### src/rtl/core/sgf_pkg.sv
`timescale 1ns / 1ps
// ----------------------------------------------------------------------------
// sgf_pkg: shared definitions of the Savitzky-Golay record filter
// Widths, defaults, register indexes and the control word that the sequencer
// hands to the multiply-accumulate unit.
// ----------------------------------------------------------------------------
package sgf_pkg;

   localparam int MAX_TAPS_DEF     = 7;
   localparam int WINDOW_DEPTH_DEF = 16;
   localparam int SAMPLE_BITS_DEF  = 16;

   localparam int CNT_W       = 16;
   localparam int TAP_W       = 3;
   localparam int COEF_W      = 16;
   localparam int FRAC_BITS   = 14;
   localparam int MAX_RESULTS = 8;
   localparam int RES_W       = $clog2(MAX_RESULTS + 1);
   localparam int CSR_W       = 64;
   localparam int CSR_IDX_W   = 3;
   localparam int AGE_W       = CNT_W + 3;

   localparam logic [TAP_W-1:0] TAP_COUNT_RESET = 3'd5;

   typedef enum logic [CSR_IDX_W-1:0] {
      CSR_TAP_COUNT  = 3'd0,
      CSR_DERIV_MODE = 3'd1,
      CSR_SMOOTH_LO  = 3'd2,
      CSR_SMOOTH_HI  = 3'd3,
      CSR_SLOPE_LO   = 3'd4,
      CSR_SLOPE_HI   = 3'd5
   } csr_index_type;

   typedef struct packed {
      logic clear;
      logic tap;
      logic zero;
      logic round;
   } mac_ctrl_type;

endpackage

### src/rtl/core/sgf_ram.sv
`timescale 1ns / 1ps
// ----------------------------------------------------------------------------
// sgf_ram: generic single-port-write, single-port-read RAM
// One write and one registered read per cycle.
// ----------------------------------------------------------------------------
module sgf_ram #(
   parameter int WIDTH = 16,
   parameter int DEPTH = 16
) (
   input  logic                     clock,
   input  logic                     wr_en,
   input  logic [$clog2(DEPTH)-1:0] wr_addr,
   input  logic [WIDTH-1:0]         wr_data,
   input  logic [$clog2(DEPTH)-1:0] rd_addr,
   output logic [WIDTH-1:0]         rd_data
);

   logic [WIDTH-1:0] mem_ff [DEPTH];
   logic [WIDTH-1:0] rd_data_ff;

   always_ff @(posedge clock) begin
      if (wr_en) begin
         mem_ff[wr_addr] <= wr_data;
      end
      rd_data_ff <= mem_ff[rd_addr];
   end

   assign rd_data = rd_data_ff;

endmodule

### src/rtl/core/sgf_mac.sv
`timescale 1ns / 1ps
// ----------------------------------------------------------------------------
// sgf_mac: shared multiply-accumulate unit
// One tap product per cycle into an accumulator; the sum keeps the 14 fraction
// bits of Q2.14 coefficients; it is rounded, then saturated to the sample range.
// ----------------------------------------------------------------------------
module sgf_mac import sgf_pkg::*; #(
   parameter int SAMPLE_BITS = SAMPLE_BITS_DEF,
   parameter int MAX_TAPS    = MAX_TAPS_DEF
) (
   input  logic                          clock,
   input  logic                          reset,
   input  mac_ctrl_type                  ctrl,
   input  logic signed [SAMPLE_BITS-1:0] sample,
   input  logic signed [COEF_W-1:0]      coeff,
   output logic [SAMPLE_BITS-1:0]        filtered,
   output logic                          clipped
);

   localparam int PROD_W = SAMPLE_BITS + COEF_W;
   localparam int ACC_W  = PROD_W + $clog2(MAX_TAPS);
   localparam int RND_W  = ACC_W + 1;

   localparam logic signed [RND_W-1:0] SAT_MAX =
      {{(RND_W-SAMPLE_BITS+1){1'b0}}, {(SAMPLE_BITS-1){1'b1}}};
   localparam logic signed [RND_W-1:0] SAT_MIN =
      {{(RND_W-SAMPLE_BITS+1){1'b1}}, {(SAMPLE_BITS-1){1'b0}}};

   logic signed [PROD_W-1:0]   prod_ff, prod_in;
   logic                       prod_vld_ff;
   logic signed [ACC_W-1:0]    acc_ff, acc_in;
   logic signed [RND_W-1:0]    rnd, shifted, sat;
   logic                       clip;
   logic [SAMPLE_BITS-1:0]     filtered_ff;
   logic                       clipped_ff;

   always_comb begin
      if (ctrl.zero) begin
         prod_in = '0;
      end else begin
         prod_in = sample * coeff;
      end
      if (ctrl.clear) begin
         acc_in = '0;
      end else if (prod_vld_ff) begin
         acc_in = acc_ff + ACC_W'(prod_ff);
      end else begin
         acc_in = acc_ff;
      end
   end

   // Round half up, then floor by the arithmetic shift.
   always_comb begin
      rnd     = RND_W'(acc_ff) + (RND_W'(1) << (FRAC_BITS - 1));
      shifted = rnd >>> FRAC_BITS;
      clip    = 1'b0;
      sat     = shifted;
      if (shifted > SAT_MAX) begin
         sat  = SAT_MAX;
         clip = 1'b1;
      end else if (shifted < SAT_MIN) begin
         sat  = SAT_MIN;
         clip = 1'b1;
      end
   end

   always_ff @(posedge clock) begin
      if (reset) begin
         prod_vld_ff <= 1'b0;
      end else begin
         prod_vld_ff <= ctrl.tap;
      end
   end

   always_ff @(posedge clock) begin
      prod_ff <= prod_in;
      acc_ff  <= acc_in;
      if (ctrl.round) begin
         filtered_ff <= sat[SAMPLE_BITS-1:0];
         clipped_ff  <= clip;
      end
   end

   assign filtered = filtered_ff;
   assign clipped  = clipped_ff;

endmodule

### src/rtl/core/savgol_fir_reflect_boundary.sv
`timescale 1ns / 1ps
// ----------------------------------------------------------------------------
// savgol_fir_reflect_boundary: streamed Savitzky-Golay FIR with mirrored edges
// Samples of a record enter on the req_ channel, tlast on the final one.
// Filtered values leave on the rsp_ channel, tlast on the last of a record and
// tuser set where the sum was saturated. The user writes coefficients and the
// tap count on the csr_ port only while the block is idle (not enforced).
// An accepted item is worked on alone: req_tready is low until every output it
// releases is computed. Each output walks the taps through one shared
// multiplier, one tap per cycle. The first live sample and the last sample
// of a record release several outputs (at most eight) back to back.
// An accepted item passes ST_EVAL, then ST_TAP for each tap, ST_DRAIN,
// ST_ROUND and ST_EMIT before its first output is loaded.
// A result waits in an output register; a stalled receiver holds it there.
// If the item has a next result, the sequencer waits with it in ST_EMIT,
// which keeps req_tready low until the held result is taken.
// Reset clears the counters, the window valid bits and the registers to their
// defaults (five taps, smoothing set, all coefficients zero).
// ----------------------------------------------------------------------------
module savgol_fir_reflect_boundary import sgf_pkg::*; #(
   parameter int MAX_TAPS     = MAX_TAPS_DEF,
   parameter int WINDOW_DEPTH = WINDOW_DEPTH_DEF,
   parameter int SAMPLE_BITS  = SAMPLE_BITS_DEF
) (
   input  logic                                clock,
   input  logic                                reset,
   input  logic                                req_tvalid,
   output logic                                req_tready,
   input  logic [((SAMPLE_BITS+7)/8)*8-1:0]    req_tdata,  // sample
   input  logic                                req_tlast,  // end_of_record
   output logic                                rsp_tvalid,
   input  logic                                rsp_tready,
   output logic [((SAMPLE_BITS+7)/8)*8-1:0]    rsp_tdata,  // filtered
   output logic                                rsp_tlast,  // last_out
   output logic                                rsp_tuser,  // clipped
   input  logic                                csr_wr_en,
   input  logic [CSR_IDX_W-1:0]                csr_index,
   input  logic [CSR_W-1:0]                    csr_wdata
);

   localparam int DATA_W = ((SAMPLE_BITS + 7) / 8) * 8;
   localparam int AW     = $clog2(WINDOW_DEPTH);

   typedef enum logic [5:0] {
      ST_IDLE  = 6'b000001,
      ST_EVAL  = 6'b000010,
      ST_TAP   = 6'b000100,
      ST_DRAIN = 6'b001000,
      ST_ROUND = 6'b010000,
      ST_EMIT  = 6'b100000
   } seq_state_type;

   seq_state_type state_ff, state_in;

   logic [TAP_W-1:0]      tap_count_ff;
   logic                  deriv_ff;
   logic [CSR_W-1:0]      smooth_lo_ff, smooth_hi_ff, slope_lo_ff, slope_hi_ff;

   logic [CNT_W-1:0]      rc_ff, rc_in, ec_ff, ec_in;
   logic                  live_ff, live_in;
   logic                  at_end_ff, at_end_in;
   logic [RES_W-1:0]      n_ff, n_in;
   logic [TAP_W-1:0]      tap_ff, tap_in;
   logic                  drain_ff, drain_in;
   logic [CNT_W-1:0]      rem_ff, rem_in, idx_ff, idx_in;
   logic                  last_ff, last_in;
   logic [AW-1:0]         head_ff, head_in, head_next;
   logic [WINDOW_DEPTH-1:0] valid_ff, valid_in;
   mac_ctrl_type          ctrl_ff, ctrl_in;
   logic [COEF_W-1:0]     coeff_ff, coeff_in;

   logic                  rsp_valid_ff, rsp_valid_in;
   logic [SAMPLE_BITS-1:0] rsp_data_ff;
   logic                  rsp_last_ff, rsp_clip_ff;
   logic                  rsp_load;

   logic [TAP_W-1:0]      eff_taps, mid;
   logic [CNT_W-1:0]      pending, rc_inc;
   logic                  accept, emit_more;
   logic [2*CSR_W-1:0]    coeff_set;
   logic [COEF_W-1:0]     coeff_sel;

   logic signed [AGE_W-1:0] d_s, rem_s, i_s, pos_s, age_s;
   logic                  in_range;
   logic [AW-1:0]         age_lo, rd_addr;
   logic [AW:0]           addr_wrap;

   logic [SAMPLE_BITS-1:0] rd_data, mac_filtered;
   logic                  mac_clipped;

   // ------------------------------------------------------------------
   // Configuration registers
   // ------------------------------------------------------------------
   always_ff @(posedge clock) begin
      if (reset) begin
         tap_count_ff <= TAP_COUNT_RESET;
         deriv_ff     <= 1'b0;
         smooth_lo_ff <= '0;
         smooth_hi_ff <= '0;
         slope_lo_ff  <= '0;
         slope_hi_ff  <= '0;
      end else if (csr_wr_en) begin
         case (csr_index)
            CSR_TAP_COUNT:  tap_count_ff <= csr_wdata[TAP_W-1:0];
            CSR_DERIV_MODE: deriv_ff     <= csr_wdata[0];
            CSR_SMOOTH_LO:  smooth_lo_ff <= csr_wdata;
            CSR_SMOOTH_HI:  smooth_hi_ff <= csr_wdata;
            CSR_SLOPE_LO:   slope_lo_ff  <= csr_wdata;
            CSR_SLOPE_HI:   slope_hi_ff  <= csr_wdata;
            default: ;
         endcase
      end
   end

   // ------------------------------------------------------------------
   // Tap geometry
   // ------------------------------------------------------------------
   assign eff_taps = ({1'b0, tap_count_ff} > (TAP_W+1)'(MAX_TAPS)) ?
                     TAP_W'(MAX_TAPS) : tap_count_ff;
   assign mid      = eff_taps >> 1;
   assign pending  = rc_ff - ec_ff;
   assign rc_inc   = rc_ff + 1'b1;
   assign accept   = req_tvalid && req_tready;
   assign emit_more = live_ff && (n_ff < RES_W'(MAX_RESULTS)) && (pending != '0) &&
                      (at_end_ff || (pending > CNT_W'(mid)));
   assign head_next = (head_ff == AW'(WINDOW_DEPTH - 1)) ? '0 : head_ff + 1'b1;

   assign coeff_set = deriv_ff ? {slope_hi_ff, slope_lo_ff} : {smooth_hi_ff, smooth_lo_ff};
   assign coeff_sel = coeff_set[tap_ff*COEF_W +: COEF_W];

   // Sample age of the current tap, mirrored at either end of the record.
   always_comb begin
      d_s   = $signed(AGE_W'(tap_ff)) - $signed(AGE_W'(mid));
      rem_s = $signed(AGE_W'(rem_ff));
      i_s   = $signed(AGE_W'(idx_ff));
      pos_s = i_s + d_s;
      if (at_end_ff && (d_s > rem_s)) begin
         age_s = d_s - rem_s - AGE_W'(1);
      end else if (pos_s[AGE_W-1]) begin
         age_s = (i_s <<< 1) + rem_s + d_s;
      end else begin
         age_s = rem_s - d_s;
      end
      in_range  = !age_s[AGE_W-1] && (age_s < $signed(AGE_W'(WINDOW_DEPTH)));
      age_lo    = age_s[AW-1:0];
      addr_wrap = {1'b0, head_ff} + (AW+1)'(WINDOW_DEPTH) - {1'b0, age_lo};
      rd_addr   = (head_ff >= age_lo) ? (head_ff - age_lo) : addr_wrap[AW-1:0];
   end

   // ------------------------------------------------------------------
   // Sequencer
   // ------------------------------------------------------------------
   always_comb begin
      state_in  = state_ff;
      rc_in     = rc_ff;
      ec_in     = ec_ff;
      live_in   = live_ff;
      at_end_in = at_end_ff;
      n_in      = n_ff;
      tap_in    = tap_ff;
      drain_in  = drain_ff;
      rem_in    = rem_ff;
      idx_in    = idx_ff;
      last_in   = last_ff;
      head_in   = head_ff;
      valid_in  = valid_ff;
      ctrl_in   = '0;
      coeff_in  = coeff_ff;
      rsp_load  = 1'b0;

      case (state_ff)
         ST_IDLE: begin
            if (accept) begin
               head_in           = head_next;
               valid_in[head_next] = 1'b1;
               rc_in             = rc_inc;
               if (rc_inc > CNT_W'(eff_taps)) begin
                  live_in = 1'b1;
               end
               at_end_in = req_tlast;
               n_in      = '0;
               state_in  = ST_EVAL;
            end
         end
         ST_EVAL: begin
            if (emit_more) begin
               rem_in        = pending - 1'b1;
               idx_in        = ec_ff;
               last_in       = at_end_ff && (pending == CNT_W'(1));
               ctrl_in.clear = 1'b1;
               tap_in        = '0;
               drain_in      = 1'b0;
               state_in      = (eff_taps == '0) ? ST_DRAIN : ST_TAP;
            end else begin
               if (at_end_ff) begin
                  rc_in   = '0;
                  ec_in   = '0;
                  live_in = 1'b0;
               end
               state_in = ST_IDLE;
            end
         end
         ST_TAP: begin
            ctrl_in.tap  = 1'b1;
            ctrl_in.zero = !in_range || !valid_ff[rd_addr];
            coeff_in     = coeff_sel;
            if (tap_ff == eff_taps - 1'b1) begin
               drain_in = 1'b0;
               state_in = ST_DRAIN;
            end else begin
               tap_in = tap_ff + 1'b1;
            end
         end
         ST_DRAIN: begin
            // Waiting here lets the last product pass the product register into the accumulator.
            if (drain_ff) begin
               ctrl_in.round = 1'b1;
               state_in      = ST_ROUND;
            end else begin
               drain_in = 1'b1;
            end
         end
         ST_ROUND: begin
            state_in = ST_EMIT;
         end
         ST_EMIT: begin
            if (!rsp_valid_ff || rsp_tready) begin
               rsp_load = 1'b1;
               ec_in    = ec_ff + 1'b1;
               n_in     = n_ff + 1'b1;
               state_in = ST_EVAL;
            end
         end
         default: begin
            state_in = ST_IDLE;
         end
      endcase

      if (rsp_load) begin
         rsp_valid_in = 1'b1;
      end else if (rsp_tready) begin
         rsp_valid_in = 1'b0;
      end else begin
         rsp_valid_in = rsp_valid_ff;
      end
   end

   always_ff @(posedge clock) begin
      if (reset) begin
         state_ff     <= ST_IDLE;
         rc_ff        <= '0;
         ec_ff        <= '0;
         live_ff      <= 1'b0;
         at_end_ff    <= 1'b0;
         n_ff         <= '0;
         tap_ff       <= '0;
         drain_ff     <= 1'b0;
         head_ff      <= '0;
         valid_ff     <= '0;
         ctrl_ff      <= '0;
         rsp_valid_ff <= 1'b0;
      end else begin
         state_ff     <= state_in;
         rc_ff        <= rc_in;
         ec_ff        <= ec_in;
         live_ff      <= live_in;
         at_end_ff    <= at_end_in;
         n_ff         <= n_in;
         tap_ff       <= tap_in;
         drain_ff     <= drain_in;
         head_ff      <= head_in;
         valid_ff     <= valid_in;
         ctrl_ff      <= ctrl_in;
         rsp_valid_ff <= rsp_valid_in;
      end
   end

   always_ff @(posedge clock) begin
      rem_ff   <= rem_in;
      idx_ff   <= idx_in;
      last_ff  <= last_in;
      coeff_ff <= coeff_in;
      if (rsp_load) begin
         rsp_data_ff <= mac_filtered;
         rsp_last_ff <= last_ff;
         rsp_clip_ff <= mac_clipped;
      end
   end

   // ------------------------------------------------------------------
   // Sample window and arithmetic
   // ------------------------------------------------------------------
   sgf_ram #(
      .WIDTH (SAMPLE_BITS),
      .DEPTH (WINDOW_DEPTH)
   ) u_window (
      .clock   (clock),
      .wr_en   (accept),
      .wr_addr (head_next),
      .wr_data (req_tdata[SAMPLE_BITS-1:0]),
      .rd_addr (rd_addr),
      .rd_data (rd_data)
   );

   sgf_mac #(
      .SAMPLE_BITS (SAMPLE_BITS),
      .MAX_TAPS    (MAX_TAPS)
   ) u_mac (
      .clock    (clock),
      .reset    (reset),
      .ctrl     (ctrl_ff),
      .sample   (rd_data),
      .coeff    (coeff_ff),
      .filtered (mac_filtered),
      .clipped  (mac_clipped)
   );

   assign req_tready = (state_ff == ST_IDLE);
   assign rsp_tvalid = rsp_valid_ff;
   assign rsp_tdata  = DATA_W'(rsp_data_ff);
   assign rsp_tlast  = rsp_last_ff;
   assign rsp_tuser  = rsp_clip_ff;

endmodule
### config.mk
export PLATFORM = sky130hd
export DESIGN_NAME = savgol_fir_reflect_boundary
export DESIGN_NICKNAME = d
export VERILOG_FILES = /design/src/rtl/core/sgf_pkg.sv /design/src/rtl/core/sgf_ram.sv /design/src/rtl/core/sgf_mac.sv /design/src/rtl/core/savgol_fir_reflect_boundary.sv
export SDC_FILE = /design/constraint.sdc
export NUM_CORES = 2
export LEC_CHECK = 0
export ABC_AREA = 1
export BUFFER_PORTS_ARGS = -buffer_cell sky130_fd_sc_hd__buf_2
export CAP_MARGIN = 5
export CORE_ASPECT_RATIO = 0.5
export CORE_MARGIN = 2
export CORE_UTILIZATION = 29
export CTS_CLUSTER_DIAMETER = 100
export DETAILED_ROUTE_END_ITERATION = 10
export HOLD_SLACK_MARGIN = 0.06
export PLACE_DENSITY_LB_ADDON = 0.08
export SETUP_SLACK_MARGIN = 0.15
export SLEW_MARGIN = 20
export SYNTH_ARGS = -nofsm -noshare
export SYNTH_HDL_FRONTEND = slang
export SYNTH_HIERARCHICAL = 1
export SYNTH_SLANG_ARGS = --single-unit
### constraint.sdc
create_clock -name clock -period 6.34 [get_ports clock]
set_clock_uncertainty 0.1 [all_clocks]
set_input_delay 1.268 -clock clock [delete_from_list [all_inputs] [get_ports clock]]
set_output_delay 1.268 -clock clock [all_outputs]
set_load 0.005 [all_outputs]
==> impl_metrics.tcl <==
set metrics [dict create \
    status "finished, final reports clean" \
    drt_iter0_drc 2936 \
    multiInputGateArea_um2 26200 \
    first_pass_iters 6 \
    die_height_um 298 \
    wl_per_cell_um 18.5 \
    cap_violations 0 \
    clk_path_buf_depth 3 \
    clock_latency_ps 700 \
    clk_pin_slew_worst_paths_ps 70 \
    rows 107 \
    io_pins 109 \
    synth_area_um2 50100 \
    synthFlopType "dfxtp_1" \
    netlist_instances 6531 \
    tns_ps 0 \
    layout-drive-gt1-share 0.0787 \
    portBuffers 108 \
    grt_max_degree 170 \
    core_area_um2 171000 \
    hold_path.class "reg2reg" \
    final_antenna_net_count 0 \
    cts_buffers 81 \
    synth.most_common_cell "nand2_1" \
    syn_nets 7093 \
    crit_end "u_mac/prod_ff[20]" \
    overflow 0 \
    seq_area_um2 18600 \
    arrival_ps 6330 \
    drc_errors 0 \
    worstSetupStartpoint "coeff_ff[15]" \
    initial_core_util 0.293 \
    synthTopCellsByArea "edfxtp_1, dfxtp_1, fa_1" \
    fill_cells 18100 \
    cts_tree "done" \
    synth_edf_count 340 \
    slew_viol_final 0 \
    setup_viol 0 \
    vias 41700 \
    critPathKind "reg2reg" \
    gp_congestion 0.831 \
    die_w_um 592 \
    maxSlewHeadroom 0.292 \
    cts_hold_buf 0 \
    synth_seq_cells 757 \
    post_drt_via_cell_ratio 4.68 \
    reg2reg_to "u_mac/prod_ff[20]" \
    hold_viol 0 \
    synth.top_cell.area_share 0.204 \
    ys_seq_area_frac 0.370 \
    clock.fmax_ghz 0.170 \
    worst_slew_pin_slew_ps 1060 \
    crit_fanout 6 \
    worstSetupEndpointType "flip-flop" \
    wl_mm 165 \
    antenna_found_initial 20 \
    root_buffer "clkbuf_16" \
    area_growth_pct 12.5 \
    yosysUniqueCellTypes 61 \
    cts.sinks 757 \
    synth.largest_area_cell "edfxtp_1" \
    grt_pass1_wl_mm 254 \
    period_share 0.930 \
    crit_path_start_kind "flip-flop" \
    min_period_ps 5900 \
    synthTopCellsByCount "nand2_1, inv_1, nor2_1" \
    r2r_start "coeff_ff[15]" \
    nNetsFinal 7117 \
    dp_hpwl_mm 119 \
    synthArstFlopShare 0 \
    syn_area_per_cell_um2 7.68 \
    yosys_warnings 6 \
    ctsHtreeMaxLevel 3 \
    groute.usage.overall 0.186 \
    grt_pass1_vias 41000 \
    dieArea_um2 176000 \
    rsz0062_at_grt "true" \
    reg2reg_setup_slack_ps 440 \
    r2r_cells 24 \
    required_ps 6770 \
]
cells by family (layout without fill, tap and decap cells):
group,count (synthesis),in the layout,share of synthesized area
simple gates,2657,2657,0.222
buf+inv,1459,1550,0.113
compound gates,1039,1039,0.110
flops,757,757,0.370
fa+ha+maj,473,473,0.158
xor+xnor,113,113,0.0199
mux,33,33,0.00659
other cells,0,3,0
cell type report:
cell class	count	area share
clock buffer	115	0.0416
tap	2289	0.0508
clock inverter	35	0.00812
multi-input combinational	4315	0.464
antenna	3	0.000133
timing repair buffer	223	0.0279
inverter	1177	0.0786
sequential	757	0.329
worst max-delay path, cell delays in order (launching register included):
cell and delay [ps]:
edfxtp_1 370, inv_1 110, or2_2 330, fa_1 520, fa_1 540, inv_1 60
fa_1 540, fa_1 530, fa_1 540, inv_1 50, fa_1 530, inv_1 50
ha_1 380, nand2_2 140, inv_1 60, nand2_1 60, nand2_1 50, inv_1 70
nor2_1 40, nor2_1 80, inv_1 80, a21oi_1 130, o21ai_0 130, o21ai_0 180
a21oi_1 60
state kept, by name, indices dropped and copies added (netlist names), 6 cells and up:
register	count
u_window/mem_ff	256
slope_hi_ff	64
slope_lo_ff	64
smooth_hi_ff	64
smooth_lo_ff	64
u_mac/acc_ff	35
u_mac/prod_ff	32
coeff_ff	16
ec_ff	16
idx_ff	16
rc_ff	16
rem_ff	16
rsp_tdata	16
u_mac/filtered	16
u_window/rd_data	16
valid_ff	16
state_ff	6
layer usage:
layer,vias up,wire [um],global-route usage
met4,12,2640,0.0324
met2,776,72400,0.294
met3,178,6770,0.0230
met1,20000,83400,0.274
li1,20700,-,-
met5,-,80,0
worst min path at each step:
stage	depth (start not counted)	end	startpoint	slack, ps
floorplan	2	u_mac/prod_vld_ff	ctrl_ff[2]	290
global placement	0	rsp_tlast	last_ff	300
detailed placement	0	rsp_tdata[15]	u_mac/filtered[15]	300
CTS	0	rsp_tdata[15]	u_mac/filtered[15]	320
global route	0	rsp_tlast	last_ff	330
finish	0	rsp_tdata[15]	u_mac/filtered[15]	320
cell usage in the layout, fill, tap and decap left out, types with 48 or more instances in the layout:
cell type / Yosys / layout
nand3_1: 441 / 439
dfxtp_1: 417 / 404
nand4_1: 52 / 52
nor2_1: 697 / 669
edfxtp_1: 340 / 340
buf_4: 22 / 98
a21oi_1: 423 / 413
xor2_1: 86 / 86
inv_1: 1158 / 1153
fa_1: 270 / 269
o21ai_0: 481 / 475
nand2_1: 1330 / 1327
buf_2: 27 / 108
ha_1: 203 / 201
clkbuf_16: 0 / 84
o211ai_1: 48 / 48
metrics by stage:
step	cells	util	hold WS [ps]	setup slack (ps)	instance area (um^2)
floorplan	6531	-	288	348	50100
CTS	8900	0.329	319	132	56200
global route	8913	0.330	330	118	56400
global placement	8750	0.312	303	93.2	53400
detailed placement	8750	0.312	305	76.4	53400
finish	8914	0.330	317	443	56400
timing repair:
item	CTS	global route
pin swaps	0	2
setup endpoints to repair	5	20
setup buffers	0	11
gates resized for setup	6	52
cloned	0	0
Power is not shown: default switching activity piles up to over one toggle a cycle in this logic, so the estimate is an artifact.
